<file path="src/rtl/rbsi_pkg.sv">
// Types and constants of the ray versus box slab test.
// No dependencies; used by every rbsi module and the top level.
package rbsi_pkg;

  localparam int COORD_W       = 32;
  localparam int FRAC_BITS_DEF = 16;
  localparam int DIST_W        = 31;
  localparam int NUM_W         = COORD_W + 2;
  localparam int MAG_W         = COORD_W + 1;
  localparam int CMP_W         = (COORD_W - 1 > DIST_W) ? COORD_W - 1 : DIST_W;
  localparam int CFG_IDX_W     = 3;
  localparam int CFG_DATA_W    = 32;

  typedef logic signed [COORD_W-1:0] coord_t;
  typedef logic [COORD_W-2:0]        half_t;
  typedef logic signed [NUM_W-1:0]   num_t;
  typedef logic [MAG_W-1:0]          mag_t;
  typedef logic [COORD_W-1:0]        den_t;
  typedef logic [DIST_W-1:0]         dist_t;

  localparam coord_t COORD_MAX = coord_t'({1'b0, {(COORD_W-1){1'b1}}});
  localparam coord_t COORD_MIN = coord_t'({1'b1, {(COORD_W-1){1'b0}}});
  localparam dist_t  DIST_MAX  = {DIST_W{1'b1}};

  typedef enum logic [CFG_IDX_W-1:0] {
    REG_CENTER_X = 3'd0,
    REG_CENTER_Y = 3'd1,
    REG_CENTER_Z = 3'd2,
    REG_HALF_X   = 3'd3,
    REG_HALF_Y   = 3'd4,
    REG_HALF_Z   = 3'd5
  } cfg_reg_e;

  typedef struct packed {
    coord_t origin_x;
    coord_t origin_y;
    coord_t origin_z;
    coord_t dir_x;
    coord_t dir_y;
    coord_t dir_z;
    dist_t  max_distance;
  } ray_t;

  typedef struct packed {
    logic  hit;
    dist_t distance;
  } result_t;

  typedef struct packed {
    coord_t [2:0] center;
    half_t  [2:0] half;
  } box_t;

  typedef struct packed {
    num_t   [2:0] lo;
    num_t   [2:0] hi;
    coord_t [2:0] dir;
    dist_t        limit;
  } sa_t;

  typedef struct packed {
    mag_t [2:0] alo;
    mag_t [2:0] ahi;
    den_t [2:0] ad;
    logic [2:0] nlo;
    logic [2:0] nhi;
    logic [2:0] dzero;
    logic [2:0] in_slab;
    dist_t      limit;
  } sb_t;

  typedef struct packed {
    den_t               den;
    den_t               rem;
    logic [COORD_W-2:0] low;
    logic [COORD_W-2:0] quo;
    logic               neg;
    logic               ovf;
  } div_lane_t;

  typedef struct packed {
    div_lane_t [5:0] lane;
    logic [2:0]      dzero;
    logic [2:0]      in_slab;
    dist_t           limit;
  } div_item_t;

  typedef struct packed {
    coord_t [5:0] t;
    logic [2:0]   dzero;
    logic [2:0]   in_slab;
    dist_t        limit;
  } be_t;

  typedef struct packed {
    coord_t [2:0] tmin;
    coord_t [2:0] tmax;
    logic         ok;
    dist_t        limit;
  } bf_t;

  typedef struct packed {
    coord_t enter;
    coord_t leave;
    logic   ok;
    dist_t  limit;
  } bg_t;

endpackage

</file>
<file path="src/rtl/rbsi_back.sv">
// Back stages: signed saturated distances, slab ordering, entry/exit, result.
// Depends on rbsi_pkg.
module rbsi_back (
  input  logic                clk,
  input  logic                rst,
  input  logic                in_valid,
  output logic                in_ready,
  input  rbsi_pkg::div_item_t in_item,
  output logic                out_valid,
  input  logic                out_ready,
  output rbsi_pkg::result_t   out_item
);
  localparam int CW = rbsi_pkg::COORD_W;

  rbsi_pkg::be_t     e, e_next;
  rbsi_pkg::bf_t     f, f_next;
  rbsi_pkg::bg_t     g, g_next;
  rbsi_pkg::result_t h_next;
  logic              e_valid, f_valid, g_valid;
  logic              e_ready, f_ready, g_ready, h_ready;
  rbsi_pkg::coord_t  q, t0, t1, lo, hi, m0, m1, x0;
  logic [CW-2:0]     ent_u;
  logic              hit;

  assign h_ready  = !out_valid || out_ready;
  assign g_ready  = !g_valid || h_ready;
  assign f_ready  = !f_valid || g_ready;
  assign e_ready  = !e_valid || f_ready;
  assign in_ready = e_ready;

  always_comb begin
    e_next = '0;
    q      = '0;
    for (int k = 0; k < 6; k++) begin
      q = rbsi_pkg::coord_t'({1'b0, in_item.lane[k].quo});
      if (in_item.lane[k].ovf) begin
        e_next.t[k] = in_item.lane[k].neg ? rbsi_pkg::COORD_MIN : rbsi_pkg::COORD_MAX;
      end else begin
        e_next.t[k] = in_item.lane[k].neg ? -q : q;
      end
    end
    e_next.dzero   = in_item.dzero;
    e_next.in_slab = in_item.in_slab;
    e_next.limit   = in_item.limit;
  end

  always_comb begin
    f_next = '0;
    t0 = '0;
    t1 = '0;
    lo = '0;
    hi = '0;
    for (int i = 0; i < 3; i++) begin
      t0 = e.t[2*i];
      t1 = e.t[2*i+1];
      lo = ($signed(t0) > $signed(t1)) ? t1 : t0;
      hi = ($signed(t0) > $signed(t1)) ? t0 : t1;
      f_next.tmin[i] = e.dzero[i] ? '0 : lo;
      f_next.tmax[i] = e.dzero[i] ? rbsi_pkg::COORD_MAX : hi;
    end
    f_next.ok    = &(~e.dzero | e.in_slab);
    f_next.limit = e.limit;
  end

  always_comb begin
    g_next = '0;
    m0 = ($signed(f.tmin[0]) > $signed(f.tmin[1])) ? f.tmin[0] : f.tmin[1];
    m1 = ($signed(f.tmin[2]) > 0) ? f.tmin[2] : '0;
    x0 = ($signed(f.tmax[0]) < $signed(f.tmax[1])) ? f.tmax[0] : f.tmax[1];
    g_next.enter = ($signed(m0) > $signed(m1)) ? m0 : m1;
    g_next.leave = ($signed(x0) < $signed(f.tmax[2])) ? x0 : f.tmax[2];
    g_next.ok    = f.ok;
    g_next.limit = f.limit;
  end

  always_comb begin
    ent_u = g.enter[CW-2:0];
    hit = g.ok && !($signed(g.enter) > $signed(g.leave))
        && (g.limit == '0
            || rbsi_pkg::CMP_W'(ent_u) < rbsi_pkg::CMP_W'(g.limit));
    h_next.hit = hit;
    if (!hit) begin
      h_next.distance = '0;
    end else if (rbsi_pkg::CMP_W'(ent_u) > rbsi_pkg::CMP_W'(rbsi_pkg::DIST_MAX)) begin
      h_next.distance = rbsi_pkg::DIST_MAX;
    end else begin
      h_next.distance = rbsi_pkg::DIST_W'(ent_u);
    end
  end

  always_ff @(posedge clk) begin
    if (rst) begin
      e_valid   <= 1'b0;
      f_valid   <= 1'b0;
      g_valid   <= 1'b0;
      out_valid <= 1'b0;
    end else begin
      if (e_ready) e_valid   <= in_valid;
      if (f_ready) f_valid   <= e_valid;
      if (g_ready) g_valid   <= f_valid;
      if (h_ready) out_valid <= g_valid;
    end
  end

  always_ff @(posedge clk) begin
    if (e_ready) e <= e_next;
    if (f_ready) f <= f_next;
    if (g_ready) g <= g_next;
    if (h_ready) out_item <= h_next;
  end

endmodule

</file>
<file path="config.mk">
export PLATFORM = sky130hd
export DESIGN_NAME = rbsi_back
export DESIGN_NICKNAME = d
export VERILOG_FILES = /design/src/rtl/rbsi_pkg.sv /design/src/rtl/rbsi_back.sv
export SDC_FILE = /design/constraint.sdc
export NUM_CORES = 1
export LEC_CHECK = 0
export BUFFER_PORTS_ARGS = -buffer_cell sky130_fd_sc_hd__buf_2
export CAP_MARGIN = 20
export CELL_PAD_IN_SITES_DETAIL_PLACEMENT = 1
export CELL_PAD_IN_SITES_GLOBAL_PLACEMENT = 1
export CORE_AREA = 10 10 321 323
export DETAILED_ROUTE_END_ITERATION = 6
export DIE_AREA = 0 0 331 333
export PLACE_DENSITY_LB_ADDON = 0.1
export SYNTH_ARGS = -nofsm -noshare
export SYNTH_HDL_FRONTEND = slang
export SYNTH_SLANG_ARGS = --single-unit
export TNS_END_PERCENT = 5
</file>
<file path="constraint.sdc">
create_clock -name clk -period 10.4 [get_ports clk]
set_clock_uncertainty 0.05 [all_clocks]
set_input_delay 1.04 -clock clk [delete_from_list [all_inputs] [get_ports clk]]
set_output_delay 1.04 -clock clk [all_outputs]
set_load 0.02 [all_outputs]
</file>
======== Word level (Yosys, flattened, before mapping) ========
Index checks and enable logic that the tools add are counted.
word-level totals
  bits in registers ....................... 585
  bits in latches ......................... 0
  RAM bits ................................ 0
  ROM bits ................................ 0
  bits of input ports ..................... 809
  word-level logic and storage cells ...... 90
  memories ................................ 0
cells by class
  $add $sub $neg .......................... 6
  $mul .................................... 0
  divide/modulo/power cells ............... 0
  order comparisons ....................... 11
  equality and inequality tests ........... 0
  shifts and indexed selects .............. 0
  mux-type cells .......................... 30
  bitwise gates (word level) .............. 2
  reductions and logical operators ........ 14
operators with widths
  cell                    number
  $mux W32                29
  $gt A32 B32 Y1          6
  $neg A31 Y32            6
  $lt A32 B32 Y1          2
  $gt A32 B1 Y1 const B   1
  $gt A31 B31 Y1 const B  1
  $logic_not A31 Y1       1
  $lt A31 B31 Y1          1
  $mux W31                1
  $logic_not A1 Y1        5
  $logic_or A1 B1 Y1      5
  $not A3 Y3              1
  $or A3 B3 Y3            1
  $reduce_and A3 Y1       1
  $logic_and A1 B1 Y1     2

======== Longest topological paths before layout ========
Gate-level depths: netlist (run 1).
  depth after elaboration ................. 5
  mapped depth ............................ 21
  mapped depth without buffers ............ 18

======== Least setup slack after synthesis (run 1) ========
OpenSTA, ideal clock, no wires.
  kind .................................... input-to-output
  start point ............................. input port out_ready
  end point ............................... output port in_ready
  arrival ................................. 6241 ps
  required time ........................... 9310 ps
  slack ................................... 3069 ps
  stages .................................. 3
  cell sequence ........................... nor2b_1 > and3_1 > nand2_1
between the ends
  cells in the longest elaborated chain, start to end .. 4
RTL lines
  item                line             source
  start, declared     rbsi_back.sv:10  input logic out_ready,
  $logic_or A1 B1 Y1  rbsi_back.sv:25  assign h_ready = !out_valid || out_ready;
  $logic_or A1 B1 Y1  rbsi_back.sv:26  assign g_ready = !g_valid || h_ready;
  $logic_or A1 B1 Y1  rbsi_back.sv:27  assign f_ready = !f_valid || g_ready;
  $logic_or A1 B1 Y1  rbsi_back.sv:28  assign e_ready = !e_valid || f_ready;
  end, declared       rbsi_back.sv:7   output logic in_ready,
No other way between the ends.

==> impl_metrics.csv, run 1 <==
group,metric,value,unit
status,outcome,"finished clean",
finish,final_common_cell,"edfxtp_1",
clocking,clk_pin_slew_worst_paths,0.06,ns
placement,dpl.cell_count,5004,
detailed_routing,routed-via-count,27258,
yosys,synth_fa_ha_area_share,9.84,%
timing,slew_viol_final,0,
yosys,synth_ff_type,"edfxtp_1",
clocking,clock_sinks,585,
yosys,synth_seq_area_share,47.5,%
finish,fin_cells,5139,
yosys,synth_compound_area_share,10.7,%
setup_path,arrival,7.66,ns
floorplanning,ios,843,
floorplanning,fp-row-count,114,
min_path,min_path_type,"reg -> reg",
yosys,netlist_instances,3592,
power,power.density,198,nW/µm²
timing,post-route-min-period,7.33,ns
yosys,synth_edf_count,581,
yosys,synthXorXnorAreaFrac,1.19,%
power,comb_power_share,29.3,%
detailed_routing,avgRoutedWirePerCell,21.8,µm
detailed_routing,ant_nets,0,
timing,tns,0,ns
yosys,ys_async_sr_fraction,0,%
global_routing,antenna_found_initial,9,
finish,num-nets-final,4900,
yosys,yosys_warnings,0,
floorplanning,start_util,38.3,%
floorplanning,dieWidth,331,µm
setup_path,required,10.73,ns
timing,slew_headroom,24.5,%
timing,finalSetupViolations,0,
floorplanning,coreArea,96300,µm²
placement,gp_congestion,0.898,
floorplanning,die-area,110000,µm²
yosys,synth_seq_cells,585,
setup_path,critPathLaunchType,"flop",
timing,timing.fmax,0.136,GHz
clocking,clkLatencyLatePin,0.65,ns
yosys,synth_area_per_cell,10.3,µm²
clocking,post_cts_buffers,0,
power,p_total,8300,µW
clocking,cts_max_level,3,
detailed_routing,avgViaCountPerCell,5.30,
power,switching_share,34.0,%
finish,final_cell_mix,"edfxtp_1 (581), nor2_1 (438), inv_1 (322)",
clocking,ctsHoldBuffers,0,
clocking,cts.path.max_buffers,3,
global_routing,grt_pass1_wl,170,mm
detailed_routing,drtIter0Drc,1501,
yosys,syn-cell-area,36900,µm²
setup_path,critPathMaxFanout,18,
finish,drive_gt1_share,13.6,%
clocking,cts_buffers,71,
global_routing,grt_usage,20.0,%
setup_path,cp-end-kind,"flop",
power,power_leakage,0.0182,µW
timing,worst_slew_pin_slew,1.13,ns
clocking,cts_tree,"yes",
global_routing,grt-ovfl-total,0,
yosys,synth_top_family_by_area,"simple AND/OR/NAND/NOR gates",
timing,hold_violations,0,
floorplanning,die_height,333,µm
yosys,synth_simple_gate_area_share,16.9,%
power,power_frac_clock,29.9,%
global_routing,grt_pass1_vias,27693,
detailed_routing,finalWirelength,112,mm
yosys,synth.distinct_cells,68,
detailed_routing,drt_pass1_iterations,5,
yosys,syn-num-nets,4691,
finish,area_delta_synth_final,13.5,%
placement,portBuffers,272,
global_routing,grt_start_max_net_pins,142,
yosys,synthMuxAreaShare,8.81,%
detailed_routing,drc_errors,0,
power,ir_worst_vdd,113,µV
run,maxCapViolations,0,
timing,finalCritPeriodShare,70.5,%
power,power_switching,2820,µW
power,seq_power_share,40.8,%
clocking,root_buffer,"clkbuf_16",
power,p_int,5480,µW
setup_path,crit_type,"reg -> reg",
clocking,ctsResizeCount,0,
timing,rsz0062_at_grt,"no",
placement,dp.final_hpwl,86.0,mm
## layer usage
layer  global-route usage [%]  vias up  routed length (µm)  share of wire, %
li1                         -    13419                   -                 -
met1                     28.1    13211               53800                48
met2                     31.1      477               49900                45
met3                     2.72      141                4440               4.0
met4                     7.35       10                3880               3.5
met5                        0        -                  51             0.046
## worst paths after layout
kind | startpoint | endpoint | slack, ns | depth (start not counted)
setup reg to reg | f[151]$_SDFFCE_PP0P_ | ent_u[25]$_DFFE_PP_ | 3.07 | 17
hold reg to reg | f[10]$_DFFE_PP_ | g[10]$_DFFE_PP_ | 0.37 | 0
setup / recovery | f[151]$_SDFFCE_PP0P_ | ent_u[25]$_DFFE_PP_ | 3.07 | 17
hold / removal | f[10]$_DFFE_PP_ | g[10]$_DFFE_PP_ | 0.37 | 0
## power groups by stage
stage          logic (µW)  registers, µW  clock network, µW
6_report             2430           3390               2480
4_1_cts              2450           3390               2550
5_1_grt              2710           3430               2650
3_3_place_gp         2380           3430                  0
2_1_floorplan        1630           3260                  0
3_5_place_dp         2420           3430                  0
## sequential cells by signal, summed over array words and instances (netlist names)
register,flops
g,65
g_valid,1
t1,32
out_valid,1
f,224
t0,32
e_valid,1
f_valid,1
ent_u,31
out_item,32
e,165
## per-stage QoR
stage          utilization (%)  worst slack (ns)  hold WS [ns]  area (µm²)
4_1_cts                   43.5              3.01         0.369       41900
5_1_grt                   43.5              2.66         0.371       41900
3_5_place_dp              41.1              3.08         0.356       39500
2_1_floorplan                -              3.07         0.350       36900
6_report                  43.5              3.07         0.367       41900
3_3_place_gp              41.0              3.09         0.352       39500
## cell type report
| class | count | area (µm²) |
|---|---|---|
| fillers | 10730 | 54400 |
| multi-input cells | 2521 | 17600 |
| flip-flops and latches | 585 | 17500 |
| clock buffers | 80 | 1810 |
| well taps | 1276 | 1600 |
| repair buffers | 298 | 1570 |
| inverters | 324 | 1220 |
| clock inverters | 51 | 513 |
| diodes | 4 | 10.0 |
## synth_stat cells, types with 20 or more instances
cell type / instances / share of area [%]
a21o_1: 74 / 1.5
a21oi_1: 191 / 2.6
a31oi_1: 35 / 0.59
and2_1: 36 / 0.61
buf_1: 20 / 0.20
clkbuf_1: 139 / 1.4
edfxtp_1: 581 / 47
ha_1: 290 / 9.8
inv_1: 323 / 3.3
mux2_2: 92 / 2.8
mux2i_1: 221 / 6.0
nand2_1: 159 / 1.6
nand2b_1: 211 / 3.6
nand3_1: 25 / 0.34
nand4_1: 54 / 0.92
nor2_1: 439 / 4.5
nor2b_1: 39 / 0.66
nor3_1: 90 / 1.2
nor3b_1: 31 / 0.63
nor4_1: 72 / 1.2
o21a_1: 35 / 0.71
o21ai_0: 116 / 1.6
o22ai_1: 62 / 1.1
or3_1: 28 / 0.48
xnor2_1: 29 / 0.69
xor2_1: 21 / 0.50
## logic make-up after synthesis
group,count (synthesis)
DFF,585
muxes,313
and+or+nand+nor,1234
other,1
adders and majority gates,290
AOI/OAI and AO/OA,633
xor gates and xnor gates,50
buffers and inverters,486
## worst max-delay path: stages, from the launching register on
cell	delay, ns
edfxtp_1	0.46
ha_1	0.34
nand4_1	0.13
nor4_1	0.56
o211ai_1	0.20
o221ai_1	0.28
o21ai_0	0.16
a21oi_2	0.56
mux2_2	0.48
ha_1	0.40
and3_1	0.21
nand4_1	0.18
or4_1	0.59
or4_1	0.55
o31ai_1	0.44
mux2i_4	0.65
buf_4	0.39
mux2_2	0.41
Power figures use the tool's default switching activity.
==> inputs of run 2 (changes only) <==
- CORE_AREA: 10 10 321 323 -> 10 10 322 324
- DIE_AREA: 0 0 331 333 -> 0 0 332 334
- clock period: 10.4 -> 7 ns (I/O delays scaled with it)
==> run 2 against run 1 <==
Final area up 0.44%. Combinational power up 54%. Sequential share of layout area down 0.18 points. Via count up 0.41%. Final cell count up 0.54%. Die area up 0.60%. Clock power up 48%. Register-to-register slack worse by 2.6 ns.
==> impl_metrics.csv, run 2 (synthesis results as in run 1) <==
group,metric,value,unit
status,outcome,"finished clean",
clocking,post_cts_buffers,0,
detailed_routing,ant_nets,0,
power,power_leakage,0.0183,µW
global_routing,grt_pass1_wl,174,mm
clocking,cts_buffers,70,
timing,hold_violations,0,
power,power.density,296,nW/µm²
setup_path,critPathMaxFanout,27,
finish,regMostFlops,"f",
finish,reg_top3,"f x224, e x165, g x65",
setup_path,ff2ff_path_depth,20,
global_routing,antenna_found_initial,10,
power,p_total,12500,µW
floorplanning,fp-row-count,115,
timing,worst_slew_pin_slew,1.11,ns
finish,largest_register_ff_count,224,
setup_path,required,7.31,ns
clocking,ctsResizeCount,0,
finish,final_common_cell,"edfxtp_1",
setup_path,crit_type,"reg -> reg",
global_routing,grt-ovfl-total,0,
setup_path,arrival,6.87,ns
power,ir_worst_vdd,173,µV
detailed_routing,drt_pass1_iterations,5,
timing,slew_viol_final,0,
global_routing,grt_start_max_net_pins,132,
min_path,min_path_type,"in -> reg",
clocking,cts.path.max_buffers,3,
detailed_routing,drtIter0Drc,1673,
clocking,cts_tree,"yes",
finish,final_cell_mix,"edfxtp_1 (581), nor2_1 (439), inv_1 (322)",
setup_path,cp-startpoint,"f[185]$_SDFFCE_PP0P_",
global_routing,grt_usage,20.2,%
finish,area_delta_synth_final,14.0,%
floorplanning,die_height,334,µm
timing,finalSetupViolations,0,
timing,rsz0062_at_grt,"no",
min_path,min_delay_path_depth,1,
placement,placed_area,39700,µm²
floorplanning,dieWidth,332,µm
detailed_routing,avgViaCountPerCell,5.30,
timing,post-route-min-period,6.56,ns
global_routing,grt_pass1_vias,28138,
clocking,root_buffer,"clkbuf_16",
clocking,clkLatencyLatePin,0.63,ns
timing,timing.fmax,0.152,GHz
setup_path,critPathLaunchType,"flop",
floorplanning,die-area,111000,µm²
floorplanning,start_util,37.8,%
finish,drive_gt1_share,13.9,%
finish,fin_area,42000,µm²
floorplanning,ios,843,
detailed_routing,finalWirelength,115,mm
finish,num-nets-final,4917,
clocking,cts_max_level,3,
min_path,min_from,"in_item[22]",
finish,multiInputGateArea,17600,µm²
finish,seq_area,17500,µm²
timing,holdWs,0.183,ns
placement,dp.final_hpwl,88.5,mm
detailed_routing,avgRoutedWirePerCell,22.2,µm
clocking,ctsHoldBuffers,0,
timing,slew_headroom,25.9,%
placement,portBuffers,272,
detailed_routing,drc_errors,0,
placement,gp_congestion,0.875,
setup_path,r2r_start,"f[185]$_SDFFCE_PP0P_",
finish,fillers,10868,
detailed_routing,routed-via-count,27369,
clocking,clock_sinks,585,
finish,fin_cells,5167,
clocking,clk_pin_slew_worst_paths,0.06,ns
setup_path,cp-end-kind,"flop",
floorplanning,coreArea,97600,µm²
timing,tns,0,ns
run,maxCapViolations,0,
placement,dpl.cell_count,5032,
timing,finalCritPeriodShare,93.7,%
run 2: cell types whose count changed in the layout (fill, tap and decap cells not counted), sizes merged:
cell	delta
clkinvlp	+3
bufinv	-1
clkbuf	+6
clkinv	-8
inv	-1
buf	+18
run 2: cell type report:
cell class	instances	share of cell area (%)
clock inverters	44	0.940
flip-flops and latches	585	41.7
well taps	1287	3.83
repair buffers	316	4.23
inverters	324	2.91
clock buffers	86	4.51
multi-input cells	2521	41.9
diodes	4	0.0238
run 2: report_power, final:
| part | internal [µW] | switching [µW] | leakage [µW] |
|---|---|---|---|
| Sequential | 4520 | 527 | 0.00625 |
| Clock | 2130 | 1540 | 0.00111 |
| Combinational | 1610 | 2140 | 0.0109 |
| Total | 8260 | 4210 | 0.0183 |
run 2: metrics by stage:
stage	util [%]	worst slack [ns]
after floorplan	-	0.131
after global placement	40.7	0.515
after detailed placement	40.7	0.452
after CTS	43.1	0.441
after global routing	43.1	0.0725
final	43.1	0.438
run 2: path summary, 6_finish.rpt:
kind                        end  slack, ns
min             e[22]$_DFFE_PP_       0.18
max reg2reg  ent_u[1]$_DFFE_PP_       0.44
min reg2reg     f[14]$_DFFE_PP_       0.36
max          ent_u[1]$_DFFE_PP_       0.44
run 2: critical path: stages, from the launching register on:
cell and delay [ns]:
edfxtp_1 0.46, inv_1 0.07, ha_1 0.30, nand4_1 0.14, nor4_1 0.56, o211ai_1 0.20
o221ai_1 0.29, o21ai_0 0.17, a21oi_2 0.14, buf_4 0.26, mux2_2 0.39, ha_1 0.35
and3_1 0.21, nand4_1 0.16, or4_1 0.59, or4_1 0.56, o31ai_1 0.33, buf_4 0.19
mux2i_4 0.25, buf_12 0.22, mux2_2 0.39
run 2: layer usage:
metal / track usage (%) / up-vias / routed length (µm)
met4: 5.58 / 10 / 2980
met2: 33.4 / 446 / 53400
met1: 27.5 / 13319 / 54100
met5: 0 / - / 57
met3: 2.62 / 136 / 4020
li1: - / 13458 / -
==> inputs of run 3 (changes only) <==
- CELL_PAD_IN_SITES_DETAIL_PLACEMENT: 1 -> not set
- CELL_PAD_IN_SITES_GLOBAL_PLACEMENT: 1 -> not set
- CORE_AREA: 10 10 322 324 -> 10 10 317 319
- CTS_CLUSTER_SIZE: not set -> 20
- DIE_AREA: 0 0 332 334 -> 0 0 327 329
- PLACE_DENSITY_LB_ADDON: 0.1 -> not set
==> run 3 against run 2 <==
Critical path depth rose by 2. Die area fell by 3.0%. Via count fell by 1.1%. Wire length fell by 8.5%. Largest power group unchanged. Final area barely moved. Utilization rose by 1.5 points. Register-to-register slack improved by 0.11 ns. Fmax rose by 1.7%. First-iteration DRC count rose by 37%. Worst setup slack improved by 0.11 ns. Total power fell by 1.1%. Clock power rose by 3%.
==> impl_metrics.csv, run 3 (synthesis results as in run 1) <==
group,metric,value,unit
detailed_routing,drc_errors,0,
setup_path,critPathLaunchType,"flop",
timing,slew_headroom,27.0,%
detailed_routing,drtIter0Drc,2296,
clocking,clkLatencyLatePin,0.60,ns
clocking,ctsResizeCount,0,
clocking,ctsHoldBuffers,0,
finish,drive_gt1_share,13.6,%
setup_path,arrival,6.74,ns
clocking,cts_max_level,3,
finish,fin_area,42000,µm²
detailed_routing,wirelength_met1,45.1,mm
min_path,min_delay_path_depth,1,
global_routing,grt_pass1_wl,155,mm
detailed_routing,routed-via-count,27067,
timing,finalCritPeriodShare,92.2,%
detailed_routing,finalWirelength,105,mm
finish,area_delta_synth_final,14.1,%
placement,portBuffers,272,
timing,hold_violations,0,
floorplanning,die_height,329,µm
clocking,cts.path.max_buffers,3,
clocking,root_buffer,"clkbuf_16",
finish,reg_top3,"f x224, e x165, g x65",
timing,tns,0,ns
timing,slew_viol_final,0,
clocking,post_cts_buffers,0,
detailed_routing,ant_nets,0,
min_path,min_path_type,"in -> reg",
setup_path,cp_cell_sequence,"ha_1 -> nand4_1 -> nor4_1 -> buf_4 -> o211ai_1 -> o221ai_1 -> o21ai_0 -> a21oi_2 -> buf_12 -> buf_4 -> mux2_2 -> ha_1 -> a21o_1 -> a21o_1 -> a2111oi_0 -> o41ai_1 -> a211oi_1 -> o31ai_1 -> buf_4 -> mux2i_4 -> buf_12 -> mux2_2",
detailed_routing,routed-wl-met2,50.8,mm
run,maxCapViolations,0,
floorplanning,start_util,39.1,%
detailed_routing,wl_met3,6.68,mm
timing,finalSetupViolations,0,
timing,timing.fmax,0.155,GHz
finish,final_cell_mix,"edfxtp_1 (581), nor2_1 (439), inv_1 (322)",
timing,worst_slew_pin_slew,1.09,ns
power,power_leakage,0.0183,µW
finish,final_common_cell,"edfxtp_1",
finish,num-nets-final,4902,
timing,rsz0062_at_grt,"no",
floorplanning,die-area,108000,µm²
clocking,clock_sinks,585,
floorplanning,dieWidth,327,µm
global_routing,grt_usage,18.9,%
placement,gp_congestion,0.925,
clocking,clk_pin_slew_worst_paths,0.06,ns
setup_path,cp_slowest_cell,"a211oi_1",
setup_path,cp-end-kind,"flop",
global_routing,grt-ovfl-total,0,
setup_path,ff2ff_path_depth,22,
placement,dp.final_hpwl,81.7,mm
clocking,cts_buffers,68,
detailed_routing,avgRoutedWirePerCell,20.4,µm
global_routing,antenna_found_initial,22,
floorplanning,fp-row-count,113,
timing,post-route-min-period,6.45,ns
finish,largest_register_ff_count,224,
clocking,cts_tree,"yes",
floorplanning,ios,843,
finish,regMostFlops,"f",
setup_path,cpPeakStageDelay,0.49,ns
power,ir_worst_vdd,207,µV
detailed_routing,drt_pass1_iterations,5,
placement,placed_area,39600,µm²
setup_path,critPathMaxFanout,23,
global_routing,grt_start_max_net_pins,174,
detailed_routing,avgViaCountPerCell,5.28,
setup_path,crit_type,"reg -> reg",
setup_path,required,7.29,ns
setup_path,crit_top_cell,"buf_4",
power,power.density,293,nW/µm²
global_routing,grt_pass1_vias,25187,
detailed_routing,routed.top_layer,"met5",
floorplanning,coreArea,94300,µm²
status,outcome,"finished clean",
-- run 3: cell count changes in the layout (fill, tap and decap cells not counted), moves of 3 or more --
| cell | delta |
|---|---|
| buf_4 | -14 |
| bufinv_16 | +8 |
| clkbuf_1 | -6 |
| clkbuf_16 | -5 |
| clkinv_4 | -5 |
| diode_2 | +4 |
| clkinvlp_4 | -3 |
-- run 3: final timing paths --
kind	from	end	slack, ns
worst max-delay path	f[153]$_SDFFCE_PP0P_	ent_u[4]$_DFFE_PP_	0.55
worst min-delay path	in_item[14]	e[14]$_DFFE_PP_	0.22
worst max register to register	f[153]$_SDFFCE_PP0P_	ent_u[4]$_DFFE_PP_	0.55
worst min register to register	f[12]$_DFFE_PP_	g[12]$_DFFE_PP_	0.37
-- run 3: routing by layer --
layer | GRT usage, % | vias to the layer above
met1 | 24.6 | 12788
li1 | - | 13462
met5 | 0 | -
met3 | 3.69 | 128
met2 | 32.0 | 667
met4 | 4.65 | 22
-- run 3: critical path, delay by kind of cell, from the launching register on --
kind                     cells  cell delay, ns
AO/OA/AOI/OAI               10            2.46
buffers and inverters        5            1.04
multiplexers                 3            1.00
adder cells (fa/ha/maj)      2            0.66
AND/OR/NAND/NOR              2            0.49
flip-flops                   1            0.44
-- run 3: layout make-up --
| type | count | area [µm²] |
|---|---|---|
| sequential | 585 | 17500 |
| timing repair buffer | 303 | 1720 |
| clock inverter | 46 | 596 |
| inverter | 324 | 1220 |
| clock buffer | 77 | 1780 |
| antenna | 8 | 20.0 |
| fill | 8927 | 52300 |
| tap | 1265 | 1580 |
| multi-input combinational | 2521 | 17600 |
-- run 3: per-stage QoR --
stage	instances	total power [µW]	worst slack [ns]	util (%)	hold slack (ns)
finish	5129	12300	0.549	44.6	0.216
detailed placement	4995	8570	0.742	42.0	0.355
CTS	5118	12400	0.697	44.5	0.184
global placement	4994	8510	0.714	42.0	0.353
floorplan	3592	7260	0.131	-	0.350
global route	5122	13000	0.284	44.6	0.187
-- run 3: power breakdown --
group | switching, µW | total [µW] | internal [µW]
combinational | 1970 | 3510 | 1540
sequential | 528 | 5050 | 4520
clock | 1460 | 3780 | 2320
